===== src/wrbf_pkg.sv =====
// Package for the Wu RBF kernel sampler: widths, constants, register indexes.
// No dependencies.
package wrbf_pkg;
   localparam int FRAC_BITS = 16;
   localparam int CRD_W = 7;
   localparam int SUP_W = 6;
   localparam int OUT_W = 21;
   localparam int D2_W = 16;
   localparam int SQ_W = 24;
   localparam int T_W = FRAC_BITS + 1;
   localparam int RAD_W = 31;
   localparam int SQ_STEPS = SQ_W;
   localparam int SQ_PER_STG = 4;
   localparam int SQ_STAGES = SQ_STEPS / SQ_PER_STG;
   localparam int DIV_STEPS = 24;
   localparam int DIV_PER_STG = 4;
   localparam int DIV_STAGES = DIV_STEPS / DIV_PER_STG;
   localparam logic [T_W-1:0] ONE_FX = T_W'(1) << FRAC_BITS;
   localparam logic [OUT_W-1:0] OUT_MAX = '1;
   localparam logic [0:0] REG_SUPPORT = 1'b0;
   localparam logic [0:0] REG_SUPPORT_Z = 1'b1;

   typedef struct packed {
      logic [CRD_W-1:0] coord_x;
      logic [CRD_W-1:0] coord_y;
      logic [CRD_W-1:0] coord_z;
   } req_type;

   typedef struct packed {
      logic [OUT_W-1:0] kernel_value;
   } rsp_type;
endpackage


===== src/wrbf_radius.sv =====
// Pipelined radius unit: offsets, digit-recurrence square root and
// restoring division to normalised Q1.16 radii. Depends on wrbf_pkg.
module wrbf_radius import wrbf_pkg::*; (
   input  logic clock,
   input  logic reset,
   input  logic en,
   input  logic in_valid,
   input  req_type in_data,
   input  logic [SUP_W-1:0] support,
   input  logic [SUP_W-1:0] support_z,
   output logic out_valid,
   output logic [T_W-1:0] r_out,
   output logic [T_W-1:0] rz_out
);
   localparam int QW = DIV_STEPS;

   function automatic logic [CRD_W-1:0] absd(logic [CRD_W-1:0] a, logic [CRD_W-1:0] b);
      absd = (a >= b) ? (a - b) : (b - a);
   endfunction

   // stage 0: offsets and squared distance
   logic v0_ff;
   logic [D2_W-1:0] d2_ff;
   logic [CRD_W-1:0] dz_ff;
   logic [SUP_W-1:0] s0_ff, sz0_ff;
   logic [CRD_W-1:0] dx, dy, dz;
   logic [D2_W-1:0] d2_in;

   always_comb begin
      dx = absd(in_data.coord_x, CRD_W'(support));
      dy = absd(in_data.coord_y, CRD_W'(support));
      dz = absd(in_data.coord_z, CRD_W'(support));
      d2_in = D2_W'(dx * dx) + D2_W'(dy * dy) + D2_W'(dz * dz);
   end

   always_ff @(posedge clock) begin
      if (reset) begin
         v0_ff <= 1'b0;
      end else if (en) begin
         v0_ff <= in_valid;
      end
      if (en) begin
         d2_ff <= d2_in;
         dz_ff <= dz;
         s0_ff <= support;
         sz0_ff <= support_z;
      end
   end

   // square root of d2 << 32: root has 24 bits; operand bits beyond d2 are zero
   logic [SQ_STAGES:0] sv_ff;
   logic [D2_W-1:0] sd_ff [SQ_STAGES+1];
   logic [SQ_W+1:0] srem_ff [SQ_STAGES+1];
   logic [SQ_W-1:0] sroot_ff [SQ_STAGES+1];
   logic [CRD_W-1:0] sdz_ff [SQ_STAGES+1];
   logic [SUP_W-1:0] ss_ff [SQ_STAGES+1];
   logic [SUP_W-1:0] ssz_ff [SQ_STAGES+1];

   always_comb begin
      sv_ff[0] = v0_ff;
      sd_ff[0] = d2_ff;
      srem_ff[0] = '0;
      sroot_ff[0] = '0;
      sdz_ff[0] = dz_ff;
      ss_ff[0] = s0_ff;
      ssz_ff[0] = sz0_ff;
   end

   for (genvar g = 0; g < SQ_STAGES; g++) begin : g_sq
      logic [SQ_W+1:0] rem_c;
      logic [SQ_W-1:0] root_c;
      logic [SQ_W+1:0] trial;
      logic [1:0] pair;
      logic [2*SQ_W-1:0] opnd;
      always_comb begin
         rem_c = srem_ff[g];
         root_c = sroot_ff[g];
         trial = '0;
         pair = '0;
         opnd = {sd_ff[g], (2*SQ_W-D2_W)'(0)};
         for (int k = 0; k < SQ_PER_STG; k++) begin
            pair = opnd[2*SQ_W-1-2*(g*SQ_PER_STG+k) -: 2];
            rem_c = {rem_c[SQ_W-1:0], pair};
            trial = {root_c, 2'b01};
            if (rem_c >= trial) begin
               rem_c = rem_c - trial;
               root_c = {root_c[SQ_W-2:0], 1'b1};
            end else begin
               root_c = {root_c[SQ_W-2:0], 1'b0};
            end
         end
      end
      always_ff @(posedge clock) begin
         if (reset) begin
            sv_ff[g+1] <= 1'b0;
         end else if (en) begin
            sv_ff[g+1] <= sv_ff[g];
         end
         if (en) begin
            sd_ff[g+1] <= sd_ff[g];
            srem_ff[g+1] <= rem_c;
            sroot_ff[g+1] <= root_c;
            sdz_ff[g+1] <= sdz_ff[g];
            ss_ff[g+1] <= ss_ff[g];
            ssz_ff[g+1] <= ssz_ff[g];
         end
      end
   end

   // two restoring dividers side by side: root / support, (dz<<16) / support_z
   logic [DIV_STAGES:0] dv_ff;
   logic [SUP_W:0] ra_ff [DIV_STAGES+1];
   logic [SUP_W:0] za_ff [DIV_STAGES+1];
   logic [QW-1:0] rn_ff [DIV_STAGES+1];
   logic [QW-1:0] zn_ff [DIV_STAGES+1];
   logic [SUP_W-1:0] ds_ff [DIV_STAGES+1];
   logic [SUP_W-1:0] dsz_ff [DIV_STAGES+1];

   always_comb begin
      dv_ff[0] = sv_ff[SQ_STAGES];
      ra_ff[0] = '0;
      za_ff[0] = '0;
      rn_ff[0] = sroot_ff[SQ_STAGES];
      zn_ff[0] = QW'({sdz_ff[SQ_STAGES], FRAC_BITS'(0)});
      ds_ff[0] = ss_ff[SQ_STAGES];
      dsz_ff[0] = ssz_ff[SQ_STAGES];
   end

   for (genvar g = 0; g < DIV_STAGES; g++) begin : g_div
      logic [SUP_W:0] ra_c, za_c;
      logic [QW-1:0] rn_c, zn_c;
      always_comb begin
         ra_c = ra_ff[g];
         za_c = za_ff[g];
         rn_c = rn_ff[g];
         zn_c = zn_ff[g];
         for (int k = 0; k < DIV_PER_STG; k++) begin
            ra_c = {ra_c[SUP_W-1:0], rn_c[QW-1]};
            rn_c = {rn_c[QW-2:0], 1'b0};
            if (ra_c >= {1'b0, ds_ff[g]}) begin
               ra_c = ra_c - {1'b0, ds_ff[g]};
               rn_c[0] = 1'b1;
            end
            za_c = {za_c[SUP_W-1:0], zn_c[QW-1]};
            zn_c = {zn_c[QW-2:0], 1'b0};
            if (za_c >= {1'b0, dsz_ff[g]}) begin
               za_c = za_c - {1'b0, dsz_ff[g]};
               zn_c[0] = 1'b1;
            end
         end
      end
      always_ff @(posedge clock) begin
         if (reset) begin
            dv_ff[g+1] <= 1'b0;
         end else if (en) begin
            dv_ff[g+1] <= dv_ff[g];
         end
         if (en) begin
            ra_ff[g+1] <= ra_c;
            za_ff[g+1] <= za_c;
            rn_ff[g+1] <= rn_c;
            zn_ff[g+1] <= zn_c;
            ds_ff[g+1] <= ds_ff[g];
            dsz_ff[g+1] <= dsz_ff[g];
         end
      end
   end

   // clamp stage
   logic vo_ff;
   logic [T_W-1:0] r_ff, rz_ff;
   logic [QW-1:0] rq, zq;
   logic [T_W-1:0] r_in, rz_in;

   always_comb begin
      rq = rn_ff[DIV_STAGES];
      zq = zn_ff[DIV_STAGES];
      r_in = ((ds_ff[DIV_STAGES] == '0) || (rq >= QW'(ONE_FX))) ? ONE_FX : T_W'(rq);
      rz_in = ((dsz_ff[DIV_STAGES] == '0) || (zq >= QW'(ONE_FX))) ? ONE_FX : T_W'(zq);
   end

   always_ff @(posedge clock) begin
      if (reset) begin
         vo_ff <= 1'b0;
      end else if (en) begin
         vo_ff <= dv_ff[DIV_STAGES];
      end
      if (en) begin
         r_ff <= r_in;
         rz_ff <= rz_in;
      end
   end

   assign out_valid = vo_ff;
   assign r_out = r_ff;
   assign rz_out = rz_ff;

`ifndef SYNTH
   a_r_range: assert property (@(posedge clock) disable iff (reset)
      out_valid |-> (r_out <= ONE_FX) && (rz_out <= ONE_FX))
      else $error("radius above one");
   a_valid_flow: assert property (@(posedge clock) disable iff (reset)
      !en |=> (out_valid == $past(out_valid)))
      else $error("valid moved during stall");
   a_depth: assert property (@(posedge clock) disable iff (reset)
      (en && dv_ff[DIV_STAGES]) |=> vo_ff)
      else $error("item lost at clamp stage");
`endif
endmodule


===== config.mk =====
export PLATFORM = sky130hd
export DESIGN_NAME = wrbf_radius
export DESIGN_NICKNAME = d
export VERILOG_FILES = /design/src/wrbf_pkg.sv /design/src/wrbf_radius.sv
export SDC_FILE = /design/constraint.sdc
export NUM_CORES = 2
export LEC_CHECK = 0
export ABC_CLOCK_PERIOD_IN_PS = 16600
export BUFFER_PORTS_ARGS = -buffer_cell sky130_fd_sc_hd__buf_2
export CAP_MARGIN = 40
export CORE_UTILIZATION = 60
export CTS_BUF_LIST = sky130_fd_sc_hd__clkbuf_16
export DETAILED_ROUTE_END_ITERATION = 8
export PLACE_DENSITY_LB_ADDON = 0.25
export SETUP_SLACK_MARGIN = 0.3
export SYNTH_ARGS = -nofsm -noshare
export SYNTH_HDL_FRONTEND = slang
export SYNTH_SLANG_ARGS = --single-unit

===== constraint.sdc =====
create_clock -name clock -period 16.6 [get_ports clock]
set_clock_uncertainty 0.2 [all_clocks]
set_input_delay 4.15 -clock clock [delete_from_list [all_inputs] [get_ports clock]]
set_output_delay 4.15 -clock clock [all_outputs]
set_load 0.02 [all_outputs]

# ---- Word level (Yosys, flattened, before mapping)
# Cells that the tools add are included.
# Widths: inputs -> output; s select.
dict set report op_classes {
  n_mul 3
  reduce_logical 4
  n_lt_le_gt_ge 77
  muxes 144
  add_sub_neg 77
}
# op count
set ops {}
lappend ops {{$mux 24} 23}
lappend ops {{$ge 7x6->1} 49}
lappend ops {{$mux 6} 46}
lappend ops {{$sub 6x6->6} 44}
lappend ops {{$mux 1} 72}
lappend ops {{$ge 24x17->1 const B} 2}
lappend ops {{$mul 7x7->14} 3}
lappend ops {{$ge 26x10->1} 1}
lappend ops {{$ge 26x11->1} 1}
lappend ops {{$ge 26x12->1} 1}
lappend ops {{$ge 26x13->1} 1}
lappend ops {{$ge 26x14->1} 1}
lappend ops {{$ge 26x15->1} 1}
lappend ops {{$ge 26x16->1} 1}
lappend ops {{$ge 26x17->1} 1}
lappend ops {{$ge 26x18->1} 1}
lappend ops {{$ge 26x19->1} 1}
lappend ops {{$ge 26x20->1} 1}
lappend ops {{$ge 26x21->1} 1}
lappend ops {{$ge 26x22->1} 1}
lappend ops {{$ge 26x23->1} 1}
lappend ops {{$ge 26x24->1} 1}
lappend ops {{$ge 26x25->1} 1}
lappend ops {{$ge 26x3->1} 1}
lappend ops {{41 further kinds} 49}
dict set report totals {
  elab_cells 395
  output_inout_bits 35
  regBits 773
}

# ---- Logic depth before layout (Yosys ltp)
dict set report depth {
  ltp_word 8
  depth_mapped 62
  depth_no_buf 55
}

# ---- Worst setup path before layout
# No wires, ideal clock.
dict set report synth_path {
  path_kind {register -> register}
  from {register srem_ff[52] in the netlist's numbering}
  to {register srem_ff[41] in the netlist's numbering (data pin)}
  synth_period_minus_slack_ps 13956
  n_path_buf 7
  setup_ps 260
  arrival_time_ps 13496
  setup_slack_ps 2644
  stages_incl_launch_ff 61
  cell_sequence {edfxtp_1 -> ha_1 -> fa_1 -> a211oi_1 -> o211ai_1 -> a31oi_1 -> a21o_1 -> nand2_1 -> inv_1 -> clkbuf_1 -> clkbuf_1 -> nand2_1 -> nand2_1 -> ha_1 -> a211o_1 -> a2111oi_0 -> nor4_1 -> o31ai_1 -> [... 25 more ...] -> a21o_1 -> a21oi_1 -> o21bai_1 -> a21oi_1 -> o21bai_1 -> a21oi_1 -> nor2b_1 -> o21a_1 -> o21ai_0 -> a211oi_1 -> and3b_1 -> a2111oi_0 -> nand3_1 -> o21ai_0 -> nor2b_1 -> buf_1 -> inv_1 -> mux2_2}
}
dict set report synth_between {
  elab_chain_len 8
  word_cells_on_any_way 15
}
# element line
set synth_lines {}
lappend synth_lines {{start: declaration} wrbf_radius.sv:53} ;# logic [SQ_W+1:0] srem_ff [SQ_STAGES+1];
lappend synth_lines {{start signal: indexed assignment} wrbf_radius.sv:101} ;# srem_ff[g+1] <= rem_c;
lappend synth_lines {{$sub 24x18->24 or $ge 26x18->1 (tied branches)} {wrbf_radius.sv:86, wrbf_radius.sv:85}}
lappend synth_lines {{$mux 24 or $mux 1 (tied branches)} wrbf_radius.sv:85} ;# if (rem_c >= trial) begin
lappend synth_lines {{$sub 24x19->24 or $ge 26x19->1 (tied branches)} {wrbf_radius.sv:86, wrbf_radius.sv:85}}
lappend synth_lines {{$mux 24 or $mux 1 (tied branches)} wrbf_radius.sv:85}
lappend synth_lines {{$sub 24x20->24 or $ge 26x20->1 (tied branches)} {wrbf_radius.sv:86, wrbf_radius.sv:85}}
lappend synth_lines {{$mux 24 or $mux 1 (tied branches)} wrbf_radius.sv:85}
lappend synth_lines {{$sub 24x21->24 or $ge 26x21->1 (tied branches)} {wrbf_radius.sv:86, wrbf_radius.sv:85}}
lappend synth_lines {{$mux 24 *} wrbf_radius.sv:85}
lappend synth_lines {{net g_sq[4].rem_c[15]} wrbf_radius.sv:70} ;# logic [SQ_W+1:0] rem_c;
# Mark *: on every way through the listed nets, which the timed path passes. The rest lies on a longest branch.
# A chain may end at the register's enable or synchronous reset.

# ---- Worst setup path in the final report
dict set report layout_path {
  from {register srem_ff[52] in the netlist's numbering}
  to {register srem_ff[30] in the netlist's numbering (data pin)}
}
dict set report layout_between {
  elab_chain_len 8
  word_cells_on_any_way 15
}
# element line
set layout_lines {}
lappend layout_lines {{$sub 24x18->24 or $ge 26x18->1 (tied branches)} {wrbf_radius.sv:86, wrbf_radius.sv:85}}
lappend layout_lines {{$mux 24 or $mux 1 (tied branches)} wrbf_radius.sv:85}
lappend layout_lines {{$sub 24x19->24 or $ge 26x19->1 (tied branches)} {wrbf_radius.sv:86, wrbf_radius.sv:85}}
lappend layout_lines {{$mux 24 or $mux 1 (tied branches)} wrbf_radius.sv:85}
lappend layout_lines {{$ge 26x20->1 or $sub 24x20->24 (tied branches)} {wrbf_radius.sv:85, wrbf_radius.sv:86}}
lappend layout_lines {{$mux 24 or $mux 1 (tied branches)} wrbf_radius.sv:85}
lappend layout_lines {{$sub 24x21->24 or $ge 26x21->1 (tied branches)} {wrbf_radius.sv:86, wrbf_radius.sv:85}}
lappend layout_lines {{$mux 24 *} wrbf_radius.sv:85}
lappend layout_lines {{net g_sq[4].rem_c[4]} wrbf_radius.sv:70}
# Marks and branches as above.

==> PnR_summary.wiki <==
{| class="wikitable"
! Metric !! Value
|-
| Share of cell area taken by muxes after synthesis || 0.0309
|-
| Detailed router's first-iteration violation count || 3355
|-
| Routing usage on met2 || 0.451
|-
| Initial antenna violation count || 0
|-
| Number of H-tree branching levels || 3
|-
| Class of the worst hold path || register to register
|-
| DRC violations left || 0
|-
| Commonest non-fill, non-tap cell in the layout || edfxtp_1
|-
| Nature of the critical path startpoint || register
|-
| Setup TNS || 0 ps
|-
| Total Wirelength || around 130000 um
|-
| Dominant synthesized flop cell || edfxtp_1
|-
| Global routing usage on met1 || 0.343
|-
| Via count of the first global-routing pass || 44500
|-
| Number of buffers added to fix hold violations after cts || 0
|-
| Transition time at the pin with the least slew margin || 1080 ps
|-
| Net total in the final layout || slightly above 7000
|-
| #FFs+latches synth || 770
|-
| Delay of the slowest critical-path stage || 710 ps
|-
| Count of pins over their slew limit || 0
|-
| Total number of placement rows || 116
|-
| DR WL/cell || 17.4 um
|-
| Die H || 321 um
|-
| Synthesized-area fraction occupied by ao, oa, aoi and oai cells || 0.166
|-
| Yosys Warn Count || 0
|-
| Unrepaired setup endpoints after global routing || false
|-
| I/O pin count || about 70
|-
| Dominant cell type by area after synthesis || edfxtp_1
|-
| Outcome || completed
|-
| Most heavily used metal layer in global routing || met2
|-
| Final Instance Count excl. Fillers || 7720
|-
| Fraction of the mapped netlist area in adder cells || 0.180
|-
| Final ANT Viol Nets || 0
|-
| Resized cells post-CTS || 0
|-
| Via count || 45600
|-
| End point of the most critical hold path || sdz_ff[5]
|-
| Max FO, Critical Path || 25
|-
| Placed cell count || 7561
|-
| Total stage count of the critical path || 57
|-
| Critical path's top delay family || compound AO/OA/AOI/OAI gates
|-
| Estimated wirelength of the detail-placed design || 104000 um
|-
| Placeable core area || 0.100 mm^2
|-
| Layout cell share with drive strength beyond 1 || 0.0709
|-
| Synthesized area || between 0.06 and 0.07 mm^2
|-
| Clk sinks || 770
|-
| Final hold violations || 0
|-
| Met3 capacity usage during global routing || 0.0272
|-
| Avg Vias per Cell || 5.91
|-
| Number of enable flip-flop cells after synthesis || around 760
|-
| Count of buffers from port buffering || 71
|-
| Commonest non-fill, non-tap cells in the layout || 756 x edfxtp_1, 649 x ha_1, 596 x inv_1, 510 x nor2_1, 499 x nand2_1
|-
| Synthesized area per cell || 9.83 um^2
|-
| Startpoint of the most critical register-to-register path || srem_ff[52]
|-
| Worst slew slack as a fraction of its limit || 0.280
|-
| First drt pass iteration count || 9
|-
| Leading cell types by total area after synthesis || edfxtp_1 37%, ha_1 13%, fa_1 4.6%, xnor2_1 4.4%, a21oi_1 3.7%
|-
| Worst skew pair latency || roughly 660 ps
|-
| Critical Path RT || 16810 ps
|-
| Sum of overflow across all layers after global routing || 0
|-
| Fraction of synthesized cell area in xor and xnor cells || 0.0649
|-
| Worst-case clock buffer depth || 3
|-
| Worst reg2reg endpoint || srem_ff[30]
|-
| Die width || 321 um
|-
| Start point of the worst hold path || sdz_ff[12]
|-
| Reg2Reg Setup Slack || 1740 ps
|-
| Cell repeated most along the worst path || ha_1
|-
| Critical path class || register to register
|-
| Final cycle utilization of the critical path || 0.895
|-
| Buffers plus inverters on the worst setup path || 9
|-
| Number of distinct library cells after synthesis || 106
|-
| Largest net degree at the start of global routing || 169
|-
| Cell with the biggest individual delay on the critical path || inv_1
|-
| CTS buffer count || 83
|-
| Synth Area in Simple Gates || 0.136
|-
| Setup repair bufs after CTS || 0
|-
| Routability cong. || 0.926
|-
| Min-Delay Path Depth || 0
|-
| FMAX || 67.3 MHz
|-
| Gate Count Post-Synth || 6194
|-
| Critical Path Sink Type || register
|-
| Initial Util || 0.607
|-
| Final min period || between 10000 and 15000 ps
|-
| Async set-reset flop share out of synthesis || 0
|-
| Area of the die || 0.103 mm^2
|-
| Synth top area share || 0.373
|-
| Worst path arrival time || 15070 ps
|-
| First-pass GRT wire length || 221000 um
|-
| Filler cell count || ~7800
|-
| Sequential area share after synthesis || 0.377
|-
| All-layer global routing usage || 0.261
|-
| Cell count of the worst reg-to-reg path || 57
|-
| Max-cap violations || 0
|-
| Clock tree from TritonCTS || built
|-
| Clock transition at the register clock pins on the worst setup and hold paths after CTS || 60 ps
|-
| Layout overhead on the synthesized area || 8.18%
|-
| Main combinational cell family by area after synthesis || adder cells
|-
| Number of endpoints failing setup at the final stage || 0
|-
| Clock root buffer || clkbuf_16
|}
## layer usage
layer	vias up	routed length (um)
met5	-	0
met4	0	3930
met3	251	5190
met2	1022	65600
met1	21700	59500
li1	22700	-
## cells in the mapped netlist, types with 13 or more instances
cell	instances
edfxtp_1	756
ha_1	649
inv_1	587
nor2_1	510
nand2_1	499
a21oi_1	456
o21ai_0	368
xnor2_1	303
a21o_1	228
xor2_1	148
fa_1	141
mux2_2	99
clkbuf_1	94
and2_1	80
nand3_1	78
nand2b_1	77
nor3_1	75
mux2i_1	73
o21bai_1	67
o21a_1	52
nor4_1	49
o31ai_1	48
or3_1	48
a211oi_1	46
nor2b_1	41
nand4_1	39
a31oi_1	38
or2_2	35
or4_1	31
and3_1	29
o211ai_1	28
a21boi_0	22
and4_1	22
o22ai_1	19
a221oi_1	17
o21ai_1	17
o41ai_1	16
a31o_2	15
a211o_1	14
dfxtp_1	14
nor3b_1	13
## through the flow
step	area (um^2)	util	worst slack [ps]	hold slack (ps)
detailed placement	63100	0.629	1870	205
global placement	62800	0.627	2340	200
CTS	65900	0.657	1840	190
finish	65900	0.657	1740	195
floorplan	60900	-	2640	200
global route	65900	0.657	573	207
## worst reg2reg max path: cells and delay by family, from the launching register on
kind            cells  cell delay (ps)
simple gates       12             2550
compound gates     28             7330
buf+inv             9             1920
fa+ha+maj           7             1810
flops               1              460
mux                 1              370
## registers in the layout, summed over array words and instances, names as in the netlist, 38 cells and up
name and flops:
dsz_ff 42, g_div.rn_c 120, sroot_ff 60, ds_ff 42
sdz_ff 38, srem_ff 117, g_div.zn_c 64
## area by class of cell
| class | count | area, um^2 | area share |
|---|---|---|---|
| multi-input combinational | 4715 | 35300 | 0.535 |
| sequential | 770 | 23000 | 0.349 |
| inverter | 596 | 2240 | 0.0340 |
| clock buffer | 84 | 2100 | 0.0319 |
| tap | 1357 | 1700 | 0.0258 |
| timing repair buffer | 125 | 901 | 0.0137 |
| clock inverter | 72 | 701 | 0.0106 |
| antenna | 1 | 2.50 | 0.0000380 |
## worst max-delay path by stage
stage | endpoint | start
6_report | srem_ff[30] | srem_ff[52]
5_1_grt | srem_ff[41] | sroot_ff[48]
4_1_cts | srem_ff[42] | srem_ff[52]
3_5_place_dp | srem_ff[30] | srem_ff[52]
3_3_place_gp | srem_ff[30] | srem_ff[52]
2_1_floorplan | srem_ff[41] | srem_ff[52]
## cell families (layout without fill, tap and decap cells)
kind of cell / after synthesis / after routing
adder cells (fa/ha/maj): 790 / 790
buffers and inverters: 711 / 877
AND/OR/NAND/NOR: 1703 / 1703
other: 2 / 5
XOR/XNOR: 451 / 451
AO/OA/AOI/OAI: 1592 / 1592
flip-flops: 770 / 770
multiplexers: 175 / 175
Power is not shown: default switching activity piles up to over one toggle a cycle in this logic, so the estimate is an artifact.
